<file path="config.mk">
export PLATFORM = sky130hd
export DESIGN_NAME = midpoint_circle_rasterizer_unit
export DESIGN_NICKNAME = d
export VERILOG_FILES = /design/src/design/mcr_pkg.sv /design/src/design/mcr_front.sv /design/src/design/mcr_fifo.sv /design/src/design/mcr_back.sv /design/src/design/midpoint_circle_rasterizer_unit.sv
export SDC_FILE = /design/constraint.sdc
export NUM_CORES = 1
export LEC_CHECK = 0
export BUFFER_PORTS_ARGS = -buffer_cell sky130_fd_sc_hd__buf_2
export CAP_MARGIN = 5
export CORE_MARGIN = 4
export CORE_UTILIZATION = 55
export CTS_BUF_LIST = sky130_fd_sc_hd__clkbuf_2 sky130_fd_sc_hd__clkbuf_4 sky130_fd_sc_hd__clkbuf_8
export DETAILED_ROUTE_END_ITERATION = 8
export PLACE_DENSITY = 0.73
export SETUP_SLACK_MARGIN = 0.2
export SYNTH_ARGS = -nofsm -noshare
export SYNTH_HDL_FRONTEND = slang
export SYNTH_SLANG_ARGS = --single-unit
</file>
<file path="constraint.sdc">
create_clock -name clk_i -period 13.4 [get_ports clk_i]
set_clock_uncertainty 0.15 [all_clocks]
set_input_delay 2.68 -clock clk_i [delete_from_list [all_inputs] [get_ports clk_i]]
set_output_delay 2.68 -clock clk_i [all_outputs]
set_load 0.02 [all_outputs]
</file>
<file path="src/design/mcr_pkg.sv">
// Shared types and constants for the midpoint circle rasterizer.
`timescale 1ns / 1ps
package mcr_pkg;

  localparam int COORD_W = 10;
  localparam int RAD_W   = COORD_W - 1;
  localparam int OCT_W   = COORD_W + 1;   // signed octant position, y may reach -1
  localparam int DEC_W   = COORD_W + 2;   // signed decision value
  localparam int OUT_W   = COORD_W + 2;   // signed point coordinates
  localparam int CFG_IDX_W = 2;

  localparam int FIFO_DEPTH = 2;
  localparam int FIFO_PTR_W = $clog2(FIFO_DEPTH);
  localparam int FIFO_CNT_W = $clog2(FIFO_DEPTH + 1);

  localparam logic [COORD_W-1:0] CENTER_X_RST = COORD_W'(450);
  localparam logic [COORD_W-1:0] CENTER_Y_RST = COORD_W'(450);
  localparam logic [RAD_W-1:0]   RADIUS_RST   = RAD_W'(110);

  typedef enum logic [CFG_IDX_W-1:0] {
    CFG_CENTER_X = 2'd0,
    CFG_CENTER_Y = 2'd1,
    CFG_RADIUS   = 2'd2
  } cfg_reg_e;

  // One step worth of work handed from front to back.
  typedef struct packed {
    logic signed [OCT_W-1:0] x;
    logic signed [OCT_W-1:0] y;
    logic [COORD_W-1:0]      cx;
    logic [COORD_W-1:0]      cy;
    logic                    done;
  } step_t;

endpackage

</file>
<file path="src/design/mcr_front.sv">
// Front end: config registers, octant state, midpoint advance, step issue.
`timescale 1ns / 1ps
module mcr_front (
  input  logic                         clk_i,
  input  logic                         rst_ni,
  input  logic                         cfg_valid_i,
  output logic                         cfg_ready_o,
  input  logic [mcr_pkg::CFG_IDX_W-1:0] cfg_index_i,
  input  logic [mcr_pkg::COORD_W-1:0]  cfg_data_i,
  input  logic                         in_valid_i,
  output logic                         in_stall_o,
  input  logic                         restart_i,
  input  logic                         q_full_i,
  output logic                         push_o,
  output mcr_pkg::step_t               step_o
);
  import mcr_pkg::*;

  logic [COORD_W-1:0]      center_x_q, center_y_q;
  logic [RAD_W-1:0]        radius_q;
  logic signed [OCT_W-1:0] x_q, x_d, y_q, y_d, x0, y0;
  logic signed [DEC_W-1:0] dec_q, dec_d, d0;
  logic                    fin_q, fin_d, fin0, accept, done;

  assign cfg_ready_o = 1'b1;
  assign in_stall_o  = q_full_i;
  assign accept      = in_valid_i & ~q_full_i;

  always_ff @(posedge clk_i or negedge rst_ni) begin
    if (!rst_ni) begin
      center_x_q <= CENTER_X_RST;
      center_y_q <= CENTER_Y_RST;
      radius_q   <= RADIUS_RST;
    end else if (cfg_valid_i) begin
      case (cfg_index_i)
        CFG_CENTER_X: center_x_q <= cfg_data_i;
        CFG_CENTER_Y: center_y_q <= cfg_data_i;
        CFG_RADIUS:   radius_q   <= cfg_data_i[RAD_W-1:0];
        default:      ;
      endcase
    end
  end

  always_comb begin
    // restart loads (0, r) and 1 - r, then steps as usual
    if (restart_i) begin
      x0   = '0;
      y0   = signed'({2'b00, radius_q});
      d0   = DEC_W'(1) - signed'({3'b000, radius_q});
      fin0 = 1'b0;
    end else begin
      x0   = x_q;
      y0   = y_q;
      d0   = dec_q;
      fin0 = fin_q;
    end
    x_d = x0 + OCT_W'(1);
    if (d0 < 0) begin
      y_d   = y0;
      dec_d = d0 + DEC_W'({x_d, 1'b1});
    end else begin
      y_d   = y0 - OCT_W'(1);
      dec_d = d0 + DEC_W'({(x_d - y_d), 1'b1});
    end
    done = x_d > y_d;
  end

  always_ff @(posedge clk_i or negedge rst_ni) begin
    if (!rst_ni) begin
      x_q   <= '0;
      y_q   <= '0;
      dec_q <= '0;
      fin_q <= 1'b1;
    end else if (accept) begin
      if (fin0) begin
        fin_q <= 1'b1;
      end else begin
        x_q   <= x_d;
        y_q   <= y_d;
        dec_q <= dec_d;
        fin_q <= done;
      end
    end
  end

  assign push_o       = accept & ~fin0;
  assign step_o.x     = x0;
  assign step_o.y     = y0;
  assign step_o.cx    = center_x_q;
  assign step_o.cy    = center_y_q;
  assign step_o.done  = done;

endmodule

</file>
<file path="src/design/mcr_fifo.sv">
// Two-entry step queue between front and back.
`timescale 1ns / 1ps
module mcr_fifo (
  input  logic           clk_i,
  input  logic           rst_ni,
  input  logic           push_i,
  input  mcr_pkg::step_t data_i,
  output logic           full_o,
  input  logic           pop_i,
  output logic           valid_o,
  output mcr_pkg::step_t data_o
);
  import mcr_pkg::*;

  step_t                 mem_q [FIFO_DEPTH];
  logic [FIFO_PTR_W-1:0] wr_q, rd_q;
  logic [FIFO_CNT_W-1:0] cnt_q;

  assign full_o  = cnt_q == FIFO_CNT_W'(FIFO_DEPTH);
  assign valid_o = cnt_q != '0;
  assign data_o  = mem_q[rd_q];

  always_ff @(posedge clk_i) begin
    if (push_i) begin
      mem_q[wr_q] <= data_i;
    end
  end

  always_ff @(posedge clk_i or negedge rst_ni) begin
    if (!rst_ni) begin
      wr_q  <= '0;
      rd_q  <= '0;
      cnt_q <= '0;
    end else begin
      if (push_i) begin
        wr_q <= (wr_q == FIFO_PTR_W'(FIFO_DEPTH - 1)) ? '0 : wr_q + FIFO_PTR_W'(1);
      end
      if (pop_i) begin
        rd_q <= (rd_q == FIFO_PTR_W'(FIFO_DEPTH - 1)) ? '0 : rd_q + FIFO_PTR_W'(1);
      end
      case ({push_i, pop_i})
        2'b10:   cnt_q <= cnt_q + FIFO_CNT_W'(1);
        2'b01:   cnt_q <= cnt_q - FIFO_CNT_W'(1);
        default: ;
      endcase
    end
  end

endmodule

</file>
<file path="src/design/mcr_back.sv">
// Back end: walks the eight mirrored points of each queued step.
`timescale 1ns / 1ps
module mcr_back (
  input  logic                              clk_i,
  input  logic                              rst_ni,
  input  logic                              q_valid_i,
  input  mcr_pkg::step_t                    step_i,
  output logic                              pop_o,
  output logic                              out_valid_o,
  input  logic                              out_stall_i,
  output logic signed [mcr_pkg::OUT_W-1:0]  point_x_o,
  output logic signed [mcr_pkg::OUT_W-1:0]  point_y_o,
  output logic                              last_of_step_o,
  output logic                              circle_done_o
);
  import mcr_pkg::*;

  logic [2:0]              pt_q;
  logic                    emit, vld_q;
  logic signed [OCT_W-1:0] a, b;
  logic signed [OUT_W-1:0] cx, cy, ae, be, px_d, py_d;

  assign emit  = q_valid_i & (~vld_q | ~out_stall_i);
  assign pop_o = emit & (pt_q == 3'd7);

  // bit 2 swaps x/y, bit 1 negates the y offset, bit 0 negates the x offset
  always_comb begin
    a    = pt_q[2] ? step_i.y : step_i.x;
    b    = pt_q[2] ? step_i.x : step_i.y;
    cx   = signed'({2'b00, step_i.cx});
    cy   = signed'({2'b00, step_i.cy});
    ae   = OUT_W'(a);
    be   = OUT_W'(b);
    px_d = pt_q[0] ? cx - ae : cx + ae;
    py_d = pt_q[1] ? cy - be : cy + be;
  end

  always_ff @(posedge clk_i or negedge rst_ni) begin
    if (!rst_ni) begin
      vld_q <= 1'b0;
      pt_q  <= '0;
    end else begin
      if (emit) begin
        vld_q <= 1'b1;
        pt_q  <= pt_q + 3'd1;
      end else if (!out_stall_i) begin
        vld_q <= 1'b0;
      end
    end
  end

  always_ff @(posedge clk_i) begin
    if (emit) begin
      point_x_o      <= px_d;
      point_y_o      <= py_d;
      last_of_step_o <= pt_q == 3'd7;
      circle_done_o  <= step_i.done;
    end
  end

  assign out_valid_o = vld_q;

endmodule

</file>
<file path="src/design/midpoint_circle_rasterizer_unit.sv">
// Top level of the midpoint circle rasterizer.
//
//   port group   dir  handshake               payload
//   cfg          in   cfg_valid_i/cfg_ready_o cfg_index_i, cfg_data_i
//   in           in   in_valid_i/in_stall_o   restart_i
//   out          out  out_valid_o/out_stall_i point_x_o, point_y_o,
//                                             last_of_step_o, circle_done_o
//
// A drawing step yields eight points, one per cycle from the back end unless
// the output stalls; the back end's point counter sets the rate.
// Steps without an active circle are absorbed with no output.
// The front accepts a step while the two-entry queue has room.
// Reset restores the config defaults and leaves no circle active.
`timescale 1ns / 1ps
module midpoint_circle_rasterizer_unit (
  input  logic                                clk_i,
  input  logic                                rst_ni,
  input  logic                                cfg_valid_i,
  output logic                                cfg_ready_o,
  input  logic [mcr_pkg::CFG_IDX_W-1:0]       cfg_index_i,
  input  logic [mcr_pkg::COORD_W-1:0]         cfg_data_i,
  input  logic                                in_valid_i,
  output logic                                in_stall_o,
  input  logic                                restart_i,
  output logic                                out_valid_o,
  input  logic                                out_stall_i,
  output logic signed [mcr_pkg::OUT_W-1:0]    point_x_o,
  output logic signed [mcr_pkg::OUT_W-1:0]    point_y_o,
  output logic                                last_of_step_o,
  output logic                                circle_done_o
);
  import mcr_pkg::*;

  step_t push_step, head_step;
  logic  push, pop, q_full, q_valid;

  mcr_front u_front (
    .clk_i       (clk_i),
    .rst_ni      (rst_ni),
    .cfg_valid_i (cfg_valid_i),
    .cfg_ready_o (cfg_ready_o),
    .cfg_index_i (cfg_index_i),
    .cfg_data_i  (cfg_data_i),
    .in_valid_i  (in_valid_i),
    .in_stall_o  (in_stall_o),
    .restart_i   (restart_i),
    .q_full_i    (q_full),
    .push_o      (push),
    .step_o      (push_step)
  );

  mcr_fifo u_fifo (
    .clk_i   (clk_i),
    .rst_ni  (rst_ni),
    .push_i  (push),
    .data_i  (push_step),
    .full_o  (q_full),
    .pop_i   (pop),
    .valid_o (q_valid),
    .data_o  (head_step)
  );

  mcr_back u_back (
    .clk_i          (clk_i),
    .rst_ni         (rst_ni),
    .q_valid_i      (q_valid),
    .step_i         (head_step),
    .pop_o          (pop),
    .out_valid_o    (out_valid_o),
    .out_stall_i    (out_stall_i),
    .point_x_o      (point_x_o),
    .point_y_o      (point_y_o),
    .last_of_step_o (last_of_step_o),
    .circle_done_o  (circle_done_o)
  );

endmodule

</file>
==> metrics.cfg <==
[clock_network]
insertion_delay_ps = 470
cts_resized = 0
post_cts_buffers = 0
cts_tree = built
cts_hold_buf = 0
cts_buffers = 17
cts.sinks = 184
clock_path_buffers = 2
cts_root_buffer = clkbuf_8
cts-htree-levels = 4
clk_pin_slew_ps = 90

[synth]
synthSimpleGateAreaFrac_pct = 9.94
synth_nets = 931
synth_fa_ha_area_share_pct = 7.75
synth_edf_count = 112
ys_top_cells_by_count = edfxtp_1, mux2_2, nand2_1, xnor2_1, dfrtp_1
ys_warn_count = 0
async_flop_share_pct = 39.1
synth_top_family_by_area = multiplexers
ys_seq_elements = 184
synth_xor_area_share_pct = 7.42
synth.area.top_cells = edfxtp_1, dfrtp_1, mux2_2, ha_1, xnor2_1
synthFlopType = edfxtp_1
syn_area_mm2 = 0.0103
yosysTopAreaCell = edfxtp_1
synthMuxAreaShare_pct = 13.4
ys_seq_area_share_pct = 50.5
synth_top_area_share_pct = 32.7
synthMostInstantiatedCell = edfxtp_1
synth_compound_area_share_pct = 8.03
avgSynthCellArea_um2 = 12.0
syn_inst = 855
yosysUniqueCellTypes = 60

[grt]
overflow = 0
grt_usage_pct = 20.4
grt_antenna_before_repair = 0
grt_max_degree = 73
grt_pass1_vias = 6305
grt_pass1_wl_um = 32700

[min_path]
min-delay-start = u_front.center_x_q[0]
hold_class = flop to flop

[die]
die_h_um = 145
die_area_mm2 = 0.0209
core_area_mm2 = 0.0181
die_x_um = 145
initial_utilization_pct = 56.6
num_io_pins = 47
fp-row-count = 49

[setup_path]
cp-startpoint = restart_i
cp_slowest_cell = buf_4
crit_family = adder cells
crit_chain = buf_2 > buf_4 > mux2i_1 > ha_1 > ha_1 > a21o_1 > a21o_1 > maj3_1 > a21oi_1 > a21oi_1 > maj3_1 > xor2_1 > nor2_1 > xnor2_1 > ha_1 > a21o_1 > a21oi_1 > o21ai_0 > a21oi_1 > xnor2_1 > mux4_2 > a211o_1
path_buf_inv = 2
path_class = primary input to flop
cp-end-kind = flop
cp_max_fo = 54
crit_required_ps = 13610
max_stage_delay_ps = 480
r2r-start = u_front.radius_q[1]
cpMostUsedCell = a21oi_1
cp-start-kind = primary input
cp_data_arrival_time_ps = 7930

[power]
leakage_uw = 0.00443
power_frac_seq_pct = 32.8
combPwrFrac_pct = 54.1
clkPwrFrac_pct = 13.1
power_uw = 3030
p_int_uw = 1810
netSwitchingPower_uw = 1220
sw_frac_of_total_pct = 40.2
power.density_mw_per_mm2 = 271
peakVddDrop_v = 0.000100

[finish]
area_growth_pct = 8.76
antennaDiodeCount = 0
drive_gt1_share_pct = 22.2
final_nets = 974

[sta]
relSlewSlack_pct = 36.6
fin_crit_sh_pct = 57.6
tightest_slew_ps = 949
hold_viol = 0
rsz0062_at_grt = false
slew_viol_final = 0
min_period_ps = 7720
setup_viol = 0
max_freq_mhz = 130
holdWs_ps = 327
finalSetupTns_ps = 0

[route]
drc = 0
drtIter0Drc = 349
via_count = 6435
wirelength_um = 20000
highest_layer = met4
ant_nets = 0
met3WireLength_um = 746
drt-vias-per-instance = 5.64
wire_per_inst_um = 17.5
drt_first_pass_iters = 7
wl_met1_um = 9090
dr_wl_met2_um = 9750

[placed_design]
dp_hpwl_um = 14500
gp_congestion = 0.864
io_buffers = 45

[status]
status = complete, no violations

[flow_run]
maxCapViolCount = 0

==> path summary, 6_finish.rpt <==
path / slack, ps / end / cells past startpoint
hold reg to reg: 330 / u_fifo.mem_q[0][11] / 0
setup / recovery: 5680 / u_front.dec_q[11] / 22
hold / removal: 330 / u_fifo.mem_q[0][11] / 0
max in group asynchronous: 10230 / u_fifo.rd_q / 1
setup reg to reg: 7960 / u_front.dec_q[11] / 22
min in group asynchronous: 2190 / u_front.dec_q[2] / 1
==> power by group through the flow <==
stage          registers [uW]  clock network (uW)  logic, uW
2_1_floorplan            1030                   0       1250
4_1_cts                   993                 405       1650
5_1_grt                  1010                 431       1850
3_3_place_gp              995                   0       1600
3_5_place_dp             1000                   0       1640
6_report                  993                 396       1640
==> stage by stage <==
stage / utilization (%) / setup WS, ps / instances / area (um2)
after floorplan: - / 5040 / 855 / 10300
after global placement: 59.2 / 5350 / 1108 / 10800
after detailed placement: 59.2 / 5230 / 1108 / 10800
after CTS: 61.5 / 5730 / 1140 / 11200
after global routing: 61.5 / 5360 / 1140 / 11200
final: 61.5 / 5680 / 1140 / 11200
==> cells by family after synthesis <==
kind of cell | after synthesis
AND/OR/NAND/NOR | 209
multiplexers | 100
adder cells (fa/ha/maj) | 62
XOR/XNOR | 87
buffers and inverters | 75
other | 1
AO/OA/AOI/OAI | 137
flip-flops | 184
==> area by class of cell <==
class,count,area [um2]
timing repair buffer,53,288
fill,1416,6980
inverter,46,173
tap,229,287
clock buffer,20,256
sequential,184,5180
multi-input combinational,596,4820
clock inverter,12,161
==> worst reg2reg max path, stage by stage (launching register included) <==
cell	delay, ps
dfstp_2	600
nand2_1	90
o21ai_0	210
inv_1	90
ha_1	350
ha_1	300
a21o_1	160
a21o_1	200
maj3_1	380
a21oi_1	260
a21oi_1	110
maj3_1	390
xor2_1	150
nor2_1	120
xnor2_1	80
ha_1	370
a21o_1	180
a21oi_1	130
o21ai_0	90
a21oi_1	190
xnor2_1	170
mux4_2	320
a211o_1	270
==> flip-flops by register name, indices dropped and copies added, names as in the netlist <==
name	flops
u_front.dec_q	12
u_back.point_x_o	12
u_front.radius_q	9
u_fifo.rd_q	1
u_fifo.wr_q	1
u_front.center_x_q	10
u_back.out_valid_o	1
u_back.circle_done_o	1
u_back.point_y_o	12
u_back.pt_q	3
u_fifo.cnt_q	2
u_front.x_q	11
u_front.y_q	11
u_fifo.mem_q	86
u_front.center_y_q	10
u_back.last_of_step_o	1
u_front.fin_q	1
==> layer usage <==
layer / track usage [%] / vias up
met1: 27.1 / 3109
met5: 0 / -
met3: 4.17 / 24
met2: 33.7 / 132
met4: 6.82 / 0
li1: - / 3170
==> cell usage in the layout, fill, tap and decap left out, types with 17 or more instances in the layout <==
master,instances
edfxtp_1,112
mux2_2,66
nand2_1,64
xnor2_1,64
dfrtp_1,57
ha_1,54
nor2_1,52
o21ai_0,47
inv_1,46
buf_2,44
a21oi_1,34
mux4_2,23
xor2_1,23
nor2b_1,21
nor3_1,18
clkbuf_8,17
Note: power is estimated with default switching activity, not from simulation.
